[src/hw/rtl/nlt8_pkg.sv]
// Shared types and constants for the nearest-light top-k selector.
// No dependencies.
package nlt8_pkg;

  localparam int COORD_BITS = 24;
  localparam int DIFF_BITS  = 25;
  localparam int DIST_BITS  = 52;
  localparam int DOT_BITS   = 52;
  localparam int DIVD_BITS  = 60;

  localparam logic [2:0] REG_CAMERA_X  = 3'd0;
  localparam logic [2:0] REG_CAMERA_Y  = 3'd1;
  localparam logic [2:0] REG_CAMERA_Z  = 3'd2;
  localparam logic [2:0] REG_FORWARD_X = 3'd3;
  localparam logic [2:0] REG_FORWARD_Y = 3'd4;
  localparam logic [2:0] REG_FORWARD_Z = 3'd5;

  typedef enum logic [2:0] {
    ST_IDLE,
    ST_MUL,
    ST_SUM,
    ST_CHK,
    ST_DIV,
    ST_INS,
    ST_EMIT
  } state_t;

endpackage

[src/hw/rtl/nlt8_cell.sv]
// One ranking cell: holds a light and passes displaced entries to its neighbor.
// Depends on nlt8_pkg.
module nlt8_cell import nlt8_pkg::*; #(
  parameter int ID_BITS  = 10,
  parameter int KEY_BITS = 48
) (
  input  logic                clk,
  input  logic                rst,
  input  logic                clear,
  input  logic                ins,
  input  logic                shift,
  input  logic [ID_BITS-1:0]  new_id,
  input  logic [KEY_BITS-1:0] new_key,
  input  logic                new_behind,
  input  logic                prev_take,
  input  logic                prev_valid,
  input  logic [ID_BITS-1:0]  prev_id,
  input  logic [KEY_BITS-1:0] prev_key,
  input  logic                prev_behind,
  input  logic                up_valid,
  input  logic [ID_BITS-1:0]  up_id,
  output logic                take,
  output logic                valid,
  output logic [ID_BITS-1:0]  id,
  output logic [KEY_BITS-1:0] key,
  output logic                behind
);

  always_comb begin
    if (!valid) take = 1'b1;
    else if (new_behind != behind) take = !new_behind;
    else if (new_behind) take = 1'b1;
    else take = (new_key <= key);
  end

  always_ff @(posedge clk) begin
    if (rst || clear) begin
      valid <= 1'b0;
    end else if (shift) begin
      // output drain: move toward slot 0
      valid <= up_valid;
      id    <= up_id;
    end else if (ins && take) begin
      if (prev_take) begin
        valid  <= prev_valid;
        id     <= prev_id;
        key    <= prev_key;
        behind <= prev_behind;
      end else begin
        valid  <= 1'b1;
        id     <= new_id;
        key    <= new_key;
        behind <= new_behind;
      end
    end
  end

endmodule

[config.mk]
export PLATFORM = sky130hd
export DESIGN_NAME = nlt8_cell
export DESIGN_NICKNAME = d
export VERILOG_FILES = /design/src/hw/rtl/nlt8_pkg.sv /design/src/hw/rtl/nlt8_cell.sv
export SDC_FILE = /design/constraint.sdc
export NUM_CORES = 1
export LEC_CHECK = 0
export BUFFER_PORTS_ARGS = -buffer_cell sky130_fd_sc_hd__buf_2
export CORE_ASPECT_RATIO = 1.1
export CORE_MARGIN = 4
export CORE_UTILIZATION = 40
export DETAILED_ROUTE_END_ITERATION = 8
export PLACE_DENSITY_LB_ADDON = 0.1
export SLEW_MARGIN = 20
export SYNTH_ARGS = -nofsm -noshare
export SYNTH_HDL_FRONTEND = slang
export SYNTH_SLANG_ARGS = --single-unit
[constraint.sdc]
create_clock -name clk -period 9.9 [get_ports clk]
set_clock_uncertainty 0.2 [all_clocks]
set_input_delay 0.99 -clock clk [delete_from_list [all_inputs] [get_ports clk]]
set_output_delay 0.99 -clock clk [all_outputs]
set_load 0.05 [all_outputs]
Word level (Yosys, flattened, before mapping)
Cells that the tools add are included.

storage, ports and cells
  memories = 0
  flip-flop bits (word level) = 60
  bits in latches = 0
  word-level logic and storage cells = 25
  bits in read-only memories = 0
  memory bits (writable) = 0

operators by class
  reductions and logical operators = 6
  eq/ne operators = 1
  multiplexer cells = 11
  div/mod/pow operators = 0
  multiply operators = 0
  order comparisons = 1
  shift-type cells = 0
  bitwise gates (word level) = 2
  add/sub/neg operators = 0

operators with widths
  cell               number
  $le 48x48->1       1
  $mux 48            1
  $mux 10            3
  $mux 1             7
  $reduce_and 3->1   1
  $not 1->1          2
  $reduce_and 2->1   1
  $reduce_bool 2->1  1
  $logic_and 1x1->1  1
  $logic_not 1->1    1
  $logic_or 1x1->1   1
  $ne 1x1->1         1

Longest topological paths before layout
  depth after elaboration = 7
  mapped depth = 9
  depth with buffers taken out = 9

Worst setup path after synthesis
OpenSTA, ideal clock, no wires.

  path kind = input to register
  start = input new_key[22]
  end = register behind (enable)
  path buffers = 0
  setup time = 412 ps
  setup slack = 4938 ps
  data required time = 9288 ps
  cell stages on the path = 7
  arrival time = 4350 ps
  cells stage by stage = ha_1 and4_1 a221oi_1 o22ai_1 o31a_1 o21bai_1 and4b_1

on the way
  longest elaborated chain between the ends = 6

RTL lines
  element                            line             text
  start, declared                    nlt8_cell.sv:13  input logic [KEY_BITS-1:0] new_key,
  $le 48x48->1                       nlt8_cell.sv:33  else take = (new_key <= key);
  $mux 1                             nlt8_cell.sv:32  else if (new_behind) take = 1'b1;
  $mux 1                             nlt8_cell.sv:31  else if (new_behind != behind) take = !new_behind;
  $mux 1                             nlt8_cell.sv:30  if (!valid) take = 1'b1;
  net take                           nlt8_cell.sv:22  output logic take,
  $logic_and 1x1->1                  nlt8_cell.sv:43  end else if (ins && take) begin
  $reduce_and 3->1 (no source line)  -
  end signal, assigned               nlt8_cell.sv:48  behind <= prev_behind;
  end signal, assigned               nlt8_cell.sv:53  behind <= new_behind;
  end, declared                      nlt8_cell.sv:26  output logic behind

The timed path passes the listed nets, and every way through them passes these cells.
A chain may end at the register's enable or synchronous reset.

Final worst setup path
  start = input new_key[17]
  end = output take

on the way
  longest elaborated chain between the ends = 4

RTL lines
  element        line
  $le 48x48->1   nlt8_cell.sv:33
  $mux 1         nlt8_cell.sv:32
  $mux 1         nlt8_cell.sv:31
  $mux 1         nlt8_cell.sv:30
  end, declared  nlt8_cell.sv:22

No other way between the ends.

==> impl_metrics.json <==
{
  "status": "completed",
  "syn-num-nets": 521,
  "num_vias": 3229,
  "mostFrequentLayoutCells": "buf_2 (196), edfxtp_1 (59), inv_1 (49)",
  "pwr-share-comb_pct": 19.2,
  "avgSynthCellArea_um2": 11.61,
  "cts.sinks": 60,
  "grt_max_degree": 62,
  "antenna_found_initial": 0,
  "grt_pass1_vias": 3222,
  "drtIter0Drc": 64,
  "grt.overflow.total": 0,
  "htreeDepth": 3,
  "setup_tns_ps": 0,
  "rsz0062_at_grt": "no",
  "setup_violations": 0,
  "hold_viol_final": 0,
  "die_w_um": 102.3,
  "worstMarginPinSlew_ps": 820.5,
  "synth-edff-count": 59,
  "yosysTopAreaCellShare_pct": 45.27,
  "ys_seq_area_share_pct": 45.78,
  "clkTransAtPathRegs_ps": 70,
  "area_growth_pct": 33.44,
  "ioPinCount": 197,
  "die_h_um": 111.7,
  "relSlewSlack_pct": 45.30,
  "placedCellCount": 644,
  "p_int_w": 0.0004572,
  "cp.depth": 9,
  "track_usage_pct": 16.81,
  "crit_family": "compound AO/OA/AOI/OAI gates",
  "ys_top_cells_by_area": "edfxtp_1 (45%), ha_1 (15%), mux2_2 (14%), inv_1 (4.7%), mux2i_1 (2.8%)",
  "yosysTopAreaCell": "edfxtp_1",
  "fin_cells": 660,
  "r2r_slack_ps": 6360,
  "critPathCapture": "take",
  "p_sw_share_pct": 26.82,
  "finalCriticalPeriod_ps": 4137,
  "postSynthCellCount": 337,
  "worstPathRequired_ps": 8710,
  "drc_errors": 0,
  "gp_congestion": 0.8464,
  "cp_slowest_cell": "a221oi_1",
  "max_stage_delay_ps": 330,
  "hp-class": "flop to flop",
  "numCtsBuffers": 9,
  "crit_path_end_kind": "primary output",
  "cts_max_path_buffers": 2,
  "path_cells": "buf_2 -> ha_1 -> a21oi_1 -> o21ai_1 -> a221oi_1 -> o22ai_1 -> o31a_1 -> o21bai_1 -> buf_2",
  "grt_pass1_wl_mm": 14.97,
  "ir_drop_mv": 0.06194,
  "final_common_cell": "buf_2",
  "fin_nets": 722,
  "cts_resized": 0,
  "yosysWarnings": 0,
  "worstSkewPairLatency_ps": 340,
  "setup.worst_path.start_class": "input port",
  "timing.fmax_ghz": 0.2417,
  "coreArea_um2": 9444,
  "crit_buf_inv": 2,
  "start_util_pct": 41.44,
  "path_common_cell": "buf_2",
  "maxSlewViolCount": 0,
  "nFillCells": 870,
  "ant_nets": 0,
  "critical_path_class": "input port to primary output",
  "wire_per_inst_um": 14.71,
  "crit_start": "new_key[17]",
  "cts_tree": "done",
  "antennaDiodeCount": 0,
  "portBuffers": 196,
  "arrival_ps": 2950,
  "drive_above_1_share_pct": 49.54,
  "ys_seq_elements": 60,
  "clock_power_share_pct": 34.2,
  "dieArea_um2": 11430,
  "cts_root_buffer": "clkbuf_8",
  "final_core_util_pct": 55.30,
  "rows": 37,
  "power.share.sequential_pct": 46.5,
  "maxCapViolations": 0,
  "first_pass_iters": 4,
  "reg2reg_depth": 10,
  "p_per_area_nw_per_um2": 119.6,
  "reg2reg_to": "behind$_DFFE_PP_",
  "synthArstFlopShare_pct": 0,
  "r2r-start": "key[25]$_DFFE_PP_",
  "switchingPower_w": 0.0001675,
  "ys_dominant_reg_cell": "edfxtp_1",
  "netlist-cell-type-count": 37,
  "timing.hold.ws_ps": 276.5,
  "fin_crit_sh_pct": 41.79,
  "post_cts_buffers": 0,
  "drt_wl_total_mm": 9.711,
  "via_per_inst": 4.892,
  "p_leak_nw": 2.504,
  "crit_fanout": 2,
  "ctsHoldBuffers": 0,
  "dp_hpwl_mm": 8.018,
  "synthesis.area_um2": 3914
}
area by class of cell:
| cell class | instances | area (um2) | share of cell area [%] |
|---|---|---|---|
| clock buffers | 9 | 123.9 | 2.372 |
| multi-input cells | 219 | 1906 | 36.49 |
| flip-flops and latches | 60 | 1792 | 34.31 |
| well taps | 117 | 146.4 | 2.803 |
| clock inverters | 7 | 67.56 | 1.294 |
| inverters | 49 | 183.9 | 3.522 |
| repair buffers | 199 | 1003 | 19.21 |
metrics by stage:
stage               instance area (um2)  setup WS, ps  power (W)
finish                             5223          5763  0.0006248
global route                       5223          5580  0.0006573
CTS                                5223          5718  0.0006340
detailed placement                 5031          5564  0.0004184
global placement                   5031          5645  0.0004156
floorplan                          3914          4938  0.0003702
state kept, by name (all words and copies together), names as in the netlist:
register and count:
behind 1, valid 1, key 48, id 10
worst register-to-register path: stages (launching register included):
cell and delay [ps]:
edfxtp_1 380, inv_1 80, ha_1 240, a21oi_1 130
o21ai_0 110, a221oi_1 350, o22ai_1 170, o31a_1 320
o21bai_1 150, and4b_2 560, buf_4 490
cell usage after synthesis (2+ instances only):
cell type and n:
a21oi_1 19, a221oi_1 3, and4_1 3, buf_1 4, clkbuf_1 5, edfxtp_1 59
ha_1 48, inv_1 49, mux2_2 48, mux2i_1 11, nand2_1 26, nand2b_1 2
nand3_1 3, nand4_1 7, nand4_2 3, nor2_1 5, nor2b_1 2, nor3_1 3
nor4_1 2, o21ai_0 16, o21ai_1 3
kinds of logic after synthesis:
logic type / count (synthesis) / synth area share [%]
compound gates: 52 / 8.057
fa+ha+maj: 48 / 15.35
buf+inv: 58 / 5.563
flops: 60 / 45.78
mux: 59 / 16.62
simple gates: 60 / 8.632
per-layer routing:
metal  GRT usage (%)  vias to the layer above  part of all wire (%)
li1                -                     1637                     -
met5               0                        -                     0
met1           20.45                     1460                    40
met3           5.075                       13                   9.3
met2           28.13                      119                    50
met4           5.599                        0                   1.4
worst min path at each step:
stage	startpoint	to	slack, ps	cells after the start
after floorplan	valid$_SDFFE_PP0P_	valid$_SDFFE_PP0P_	480	2
after global placement	valid$_SDFFE_PP0P_	valid$_SDFFE_PP0P_	260	2
after detailed placement	valid$_SDFFE_PP0P_	valid$_SDFFE_PP0P_	280	2
after CTS	valid$_SDFFE_PP0P_	valid$_SDFFE_PP0P_	290	2
after global routing	valid$_SDFFE_PP0P_	valid$_SDFFE_PP0P_	300	2
final	valid$_SDFFE_PP0P_	valid$_SDFFE_PP0P_	280	2
power by group through the flow:
| stage | Sequential [W] | Combinational (W) | Clock (W) |
|---|---|---|---|
| floorplan | 0.000317 | 0.0000535 | 0 |
| global placement | 0.000296 | 0.000119 | 0 |
| detailed placement | 0.000296 | 0.000122 | 0 |
| CTS | 0.000291 | 0.000122 | 0.000221 |
| global route | 0.000291 | 0.000134 | 0.000233 |
| finish | 0.000291 | 0.000120 | 0.000214 |
No activity file was read; power rests on OpenSTA's default activity.
