[src/hw/rtl/nlt8_pkg.sv]
// Shared types and constants for the nearest-light top-k selector.
// No dependencies.
package nlt8_pkg;

  localparam int COORD_BITS = 24;
  localparam int DIFF_BITS  = 25;
  localparam int DIST_BITS  = 52;
  localparam int DOT_BITS   = 52;
  localparam int DIVD_BITS  = 60;

  localparam logic [2:0] REG_CAMERA_X  = 3'd0;
  localparam logic [2:0] REG_CAMERA_Y  = 3'd1;
  localparam logic [2:0] REG_CAMERA_Z  = 3'd2;
  localparam logic [2:0] REG_FORWARD_X = 3'd3;
  localparam logic [2:0] REG_FORWARD_Y = 3'd4;
  localparam logic [2:0] REG_FORWARD_Z = 3'd5;

  typedef enum logic [2:0] {
    ST_IDLE,
    ST_MUL,
    ST_SUM,
    ST_CHK,
    ST_DIV,
    ST_INS,
    ST_EMIT
  } state_t;

endpackage

[src/hw/rtl/nlt8_div.sv]
// Restoring divider, one quotient bit per cycle, saturating key.
// Depends on nlt8_pkg.
module nlt8_div import nlt8_pkg::*; #(
  parameter int KEY_BITS = 48
) (
  input  logic                 clk,
  input  logic                 rst,
  input  logic                 start,
  input  logic [DIVD_BITS-1:0] dividend,
  input  logic [DOT_BITS-1:0]  divisor,
  output logic                 done,
  output logic [KEY_BITS-1:0]  quot
);

  localparam int CNT_BITS = $clog2(DIVD_BITS + 1);
  localparam logic [KEY_BITS-1:0] KeyMax = '1;

  logic [DIVD_BITS-1:0] q;
  logic [DOT_BITS:0]    rem;
  logic [DOT_BITS-1:0]  dvs;
  logic [CNT_BITS-1:0]  cnt;
  logic                 busy;
  logic [DOT_BITS:0]    trial;

  assign trial = {rem[DOT_BITS-1:0], q[DIVD_BITS-1]} - {1'b0, dvs};

  always_ff @(posedge clk) begin
    if (rst) begin
      busy <= 1'b0;
      done <= 1'b0;
    end else begin
      done <= 1'b0;
      if (start) begin
        busy <= 1'b1;
        q    <= dividend;
        dvs  <= divisor;
        rem  <= '0;
        cnt  <= CNT_BITS'(DIVD_BITS);
      end else if (busy) begin
        if (!trial[DOT_BITS]) begin
          rem <= trial;
          q   <= {q[DIVD_BITS-2:0], 1'b1};
        end else begin
          rem <= {rem[DOT_BITS-1:0], q[DIVD_BITS-1]};
          q   <= {q[DIVD_BITS-2:0], 1'b0};
        end
        cnt <= cnt - 1'b1;
        if (cnt == CNT_BITS'(1)) begin
          busy <= 1'b0;
          done <= 1'b1;
        end
      end
    end
  end

  generate
    if (KEY_BITS >= DIVD_BITS) begin : g_wide
      assign quot = KEY_BITS'(q);
    end else begin : g_sat
      assign quot = (|q[DIVD_BITS-1:KEY_BITS]) ? KeyMax : q[KEY_BITS-1:0];
    end
  endgenerate

endmodule

[config.mk]
export PLATFORM = sky130hd
export DESIGN_NAME = nlt8_div
export DESIGN_NICKNAME = d
export VERILOG_FILES = /design/src/hw/rtl/nlt8_pkg.sv /design/src/hw/rtl/nlt8_div.sv
export SDC_FILE = /design/constraint.sdc
export NUM_CORES = 1
export LEC_CHECK = 0
export ABC_AREA = 1
export BUFFER_PORTS_ARGS = -buffer_cell sky130_fd_sc_hd__buf_2
export CAP_MARGIN = 25
export CORE_MARGIN = 1
export CORE_UTILIZATION = 40
export CTS_CLUSTER_DIAMETER = 50
export DETAILED_ROUTE_END_ITERATION = 8
export MAX_ROUTING_LAYER = met4
export PLACE_DENSITY_LB_ADDON = 0.15
export SYNTH_ARGS = -nofsm -noshare
export SYNTH_HDL_FRONTEND = slang
export SYNTH_SLANG_ARGS = --single-unit
[constraint.sdc]
create_clock -name clk -period 10.1 [get_ports clk]
set_clock_uncertainty 0.15 [all_clocks]
set_input_delay 2.02 -clock clk [delete_from_list [all_inputs] [get_ports clk]]
set_output_delay 2.02 -clock clk [all_outputs]
set_load 0.05 [all_outputs]
== After elaboration in Yosys (flattened, before gate mapping) ==
Cells that the tools add are included.
W data, S select, Z words.

* Add/subtract/negate cells: 2
* Equality and inequality tests: 1
* Muxes and demuxes: 11
* Bitwise operators: 2
* Reduce and logical (&&, ||, !) cells: 5

{| class="wikitable"
|+ Operator list
! kind !! number
|-
| $mux W60 || 2
|-
| $mux W52 || 2
|-
| $sub A53 B52 Y53 || 1
|-
| $mux W48 || 1
|-
| $reduce_or A12 Y1 || 1
|-
| $eq A6 B1 Y1 const B || 1
|-
| $mux W6 || 1
|-
| $sub A6 B1 Y6 const B || 1
|-
| $mux W1 || 5
|-
| $reduce_and A2 Y1 || 2
|-
| $reduce_or A3 Y1 || 1
|-
| $not A1 Y1 || 2
|-
| $reduce_bool A2 Y1 || 1
|}

* Bits in registers: 172
* Logic and storage cells: 27

== Depth between registers and ports, before layout ==
* Depth after elaboration: 4
* Depth in mapped cells: 18
* Depth with buffers taken out: 17

== Least setup slack after synthesis ==
OpenSTA, ideal clock, no wires.

* Path type: in2reg
* Start point: input port start
* End point: register cnt[0] (enable)
* Library setup time: 0.637 ns
* Arrival time: 8.350 ns
* Required time: 9.313 ns
* Path slack: 0.964 ns
* Stages: 4
* Path buffers: 2
* Path through: clkbuf_1 -> clkinv_1 -> clkbuf_1 -> a21oi_1

* Longest elaborated chain between the ends: 2

{| class="wikitable"
|+ RTL lines
! item !! line !! RTL
|-
| start: declaration || nlt8_div.sv:8 || <nowiki>input logic start,</nowiki>
|-
| $reduce_bool A2 Y1 (no line) || - ||
|-
| $reduce_and A2 Y1 (no line) || - ||
|-
| end signal: assignment || nlt8_div.sv:38 || <nowiki>cnt <= CNT_BITS'(DIVD_BITS);</nowiki>
|-
| end signal: assignment || nlt8_div.sv:47 || <nowiki>cnt <= cnt - 1'b1;</nowiki>
|-
| end: declaration || nlt8_div.sv:21 || <nowiki>logic [CNT_BITS-1:0] cnt;</nowiki>
|}

No other way between the ends.
A chain may end at the register's enable or synchronous reset.

== Final worst setup path ==
* Start point: register q[50]
* End point: output port quot[27]

* Longest elaborated chain between the ends: 2

{| class="wikitable"
|+ RTL lines
! item !! line !! RTL
|-
| start: declaration || nlt8_div.sv:18 || <nowiki>logic [DIVD_BITS-1:0] q;</nowiki>
|-
| start signal: assignment || nlt8_div.sv:35 || <nowiki>q <= dividend;</nowiki>
|-
| start signal: assignment || nlt8_div.sv:42 || <nowiki>q <= {q[DIVD_BITS-2:0], 1'b1};</nowiki>
|-
| start signal: assignment || nlt8_div.sv:45 || <nowiki>q <= {q[DIVD_BITS-2:0], 1'b0};</nowiki>
|-
| $reduce_or A12 Y1 || nlt8_div.sv:60 || <nowiki>assign quot = (|q[DIVD_BITS-1:KEY_BITS]) ? KeyMax : q[KEY_BITS-1:0];</nowiki>
|-
| $mux W48 || nlt8_div.sv:60 ||
|-
| end: declaration || nlt8_div.sv:12 || <nowiki>output logic [KEY_BITS-1:0] quot</nowiki>
|}

No other way between the ends.

==> results.cfg <==
[synth]
async_flop_share_pct = 0
syn_inst = 1729
ys_ff_latch = 172
yosysTopAreaCellShare_pct = 42.29
syn_area_per_cell_um2 = 6.982
yosysWarningCount = 0
yosysSeqAreaShare_pct = 42.62
synth_largest_area_cell = edfxtp_1
synth.area.top_cells = edfxtp_1 42%, nand2_1 21%, inv_1 11%
synth_cell_types = 34
syn_area_um2 = 12070
synth_edf_count = 170
synth_ff_type = edfxtp_1
synth_nets = 1899

[clock_network]
cts_resized = 0
clk_pin_slew_ns = 0.07
clock_latency_ns = 0.45
cts_buffers = 17
postCtsSetupRepairBufs = 0
cts_root_buf = clkbuf_16
postCtsHoldBufs = 0
clockBufferDepth = 2
clock_sinks = 172
cts_tree = yes
cts_max_level = 4

[sta]
slew_viol_final = 0
hold_ws_ns = 0.3684
period_needed_ns = 4.438
finalCritPeriodShare_pct = 43.94
clock.fmax_mhz = 225.3
setup_viol = 0
hold_viol = 0
relSlewSlack_pct = 33.51
rsz0062_at_grt = false
finalSetupTns_ns = 0
worst_pin_slew_ns = 0.9973

[power]
ir_drop_uv = 121.5
power_leakage_nw = 7.236
total_power_mw = 2.228
powerDensity_nw_per_um2 = 160.1

[routing]
drt_wl_total_um = 32070
ant_nets = 0
drtIter0Drc = 557
wl_per_cell_um = 14.00
drcViolationCount = 0
first_pass_iters = 6
viasPerCell = 4.635
vias = 10620

[worst_setup_path]
critPathLaunchType = flop
path_buf_inv = 2
cp_slowest_cell = buf_4
crit_type = flop to primary output
worstSetupPathDepth = 6
worstPathCellList = nor4_1 > nand3_1 > nor4_2 > buf_4 > nand2_1 > buf_2
cp_max_fo = 48
cp-end-kind = primary output
cp.arrival_ns = 2.27
critPathTopFamily = simple AND/OR/NAND/NOR gates
r2r_cells = 16
slowest_delay_ns = 0.43
critical_path_required_ns = 7.93

[global_routing]
antenna_found_initial = 3
grt_usage_pct = 22.49
grt-ovfl-total = 0
grt_max_degree = 121
grt_pass1_vias = 10460
grt_pass1_wl_um = 52260

[floorplan]
io-pin-count = 164
dieWidth_um = 175.7
die_area_um2 = 30880
rows = 63
coreArea_um2 = 29640
die_h_um = 175.7
initial_utilization_pct = 40.73

[cells_and_area]
multiInputGateArea_um2 = 5380
fillers = 3150
area_growth_pct = 15.26
final_common_cell = nand2_1
final_cell_mix = 675 x nand2_1, 366 x inv_1, 182 x nor2_1
nNetsFinal = 2055
register_area_um2 = 5145
drive_gt1_share_pct = 11.64

[place]
portBuffers = 163
dp_hpwl_um = 24990
place_congestion = 0.9834

[flow_run]
timing.max_cap.violations = 0

[min_path]
min_path_type = flop to flop
whs_path_depth = 2

[status]
status = complete, no violations
## final timing paths
check                          end  slack (ns)             from
max                       quot[27]        5.66  q[50]$_DFFE_PP_
min                done$_SDFF_PP0_        0.37  busy$_SDFF_PP0_
max reg2reg  rem[39]$_SDFFCE_PP0P_        6.54  q[59]$_DFFE_PP_
min reg2reg        done$_SDFF_PP0_        0.37  busy$_SDFF_PP0_
## kinds of logic (layout without fill, tap and decap cells)
| family | Yosys count | after routing | synth area share [%] |
|---|---|---|---|
| AND/OR/NAND/NOR | 951 | 951 | 31.35 |
| buffers and inverters | 404 | 573 | 13.02 |
| flip-flops | 172 | 172 | 42.62 |
| AO/OA/AOI/OAI | 116 | 116 | 4.996 |
| adder cells (fa/ha/maj) | 55 | 55 | 5.763 |
| XOR/XNOR | 31 | 31 | 2.249 |
| other | 0 | 3 | 0 |
## through the flow
stage / cell area [um2] / util, % / setup slack, ns / std cells
CTS: 13880 / 46.83 / 5.628 / 2287
floorplan: 12070 / - / 0.9635 / 1729
finish: 13910 / 46.94 / 5.662 / 2291
global placement: 13270 / 44.77 / 6.001 / 2255
detailed placement: 13270 / 44.77 / 5.966 / 2255
global route: 13910 / 46.94 / 5.440 / 2291
## cell type report
cell class | instances | share of cell area (%)
inverters | 370 | 9.982
clock inverters | 14 | 1.286
repair buffers | 171 | 6.439
multi-input cells | 1153 | 38.67
flip-flops and latches | 172 | 36.98
diodes | 3 | 0.05396
well taps | 390 | 3.507
clock buffers | 18 | 3.085
## synth_stat cells (2+ instances only)
cell type  count
nor2_2         5
inv_2          3
edfxtp_1     170
buf_2          5
a21oi_1       43
nor3_1         6
dfxtp_1        2
clkbuf_1      20
inv_1        366
nand3_1       38
nand3b_1      16
nand2_1      675
xor2_1        28
buf_6          5
buf_4          3
ha_1          54
o21ai_0       64
nor2_1       183
xnor2_1        3
nand4_1       13
o21bai_1       6
nor4_1         7
nand2_2        3
## where the power goes
| group | switching (mW) | internal (mW) |
|---|---|---|
| Combinational | 0.434 | 0.210 |
| Sequential | 0.0233 | 0.863 |
| Clock | 0.303 | 0.394 |
## worst register-to-register path, cell delays in order, from the launching register on
cell,delay [ns]
edfxtp_1,0.38
inv_1,0.10
ha_1,0.25
fa_1,0.41
inv_1,0.10
nand3_1,0.08
nand3_1,0.23
nand2_1,0.10
nand3_1,0.27
nand2_1,0.20
nand3_2,0.13
nand2_1,0.05
nand2_1,0.21
buf_4,0.39
nand2_1,0.14
nand2_1,0.08
nor2_1,0.05
## registers in the layout, summed over array words and instances (netlist names)
name	cells
cnt	6
dvs	52
busy	1
q	60
rem	52
done	1
## metal layers
| metal | vias to the layer above | track usage (%) | part of all wire, % |
|---|---|---|---|
| li1 | 5583 | - | - |
| met1 | 4719 | 29.47 | 47 |
| met2 | 278 | 34.88 | 44 |
| met3 | 39 | 3.593 | 6.0 |
| met4 | 0 | 8.442 | 2.7 |
| met5 | - | - | 0 |
Note: power is estimated with default switching activity, not from simulation.
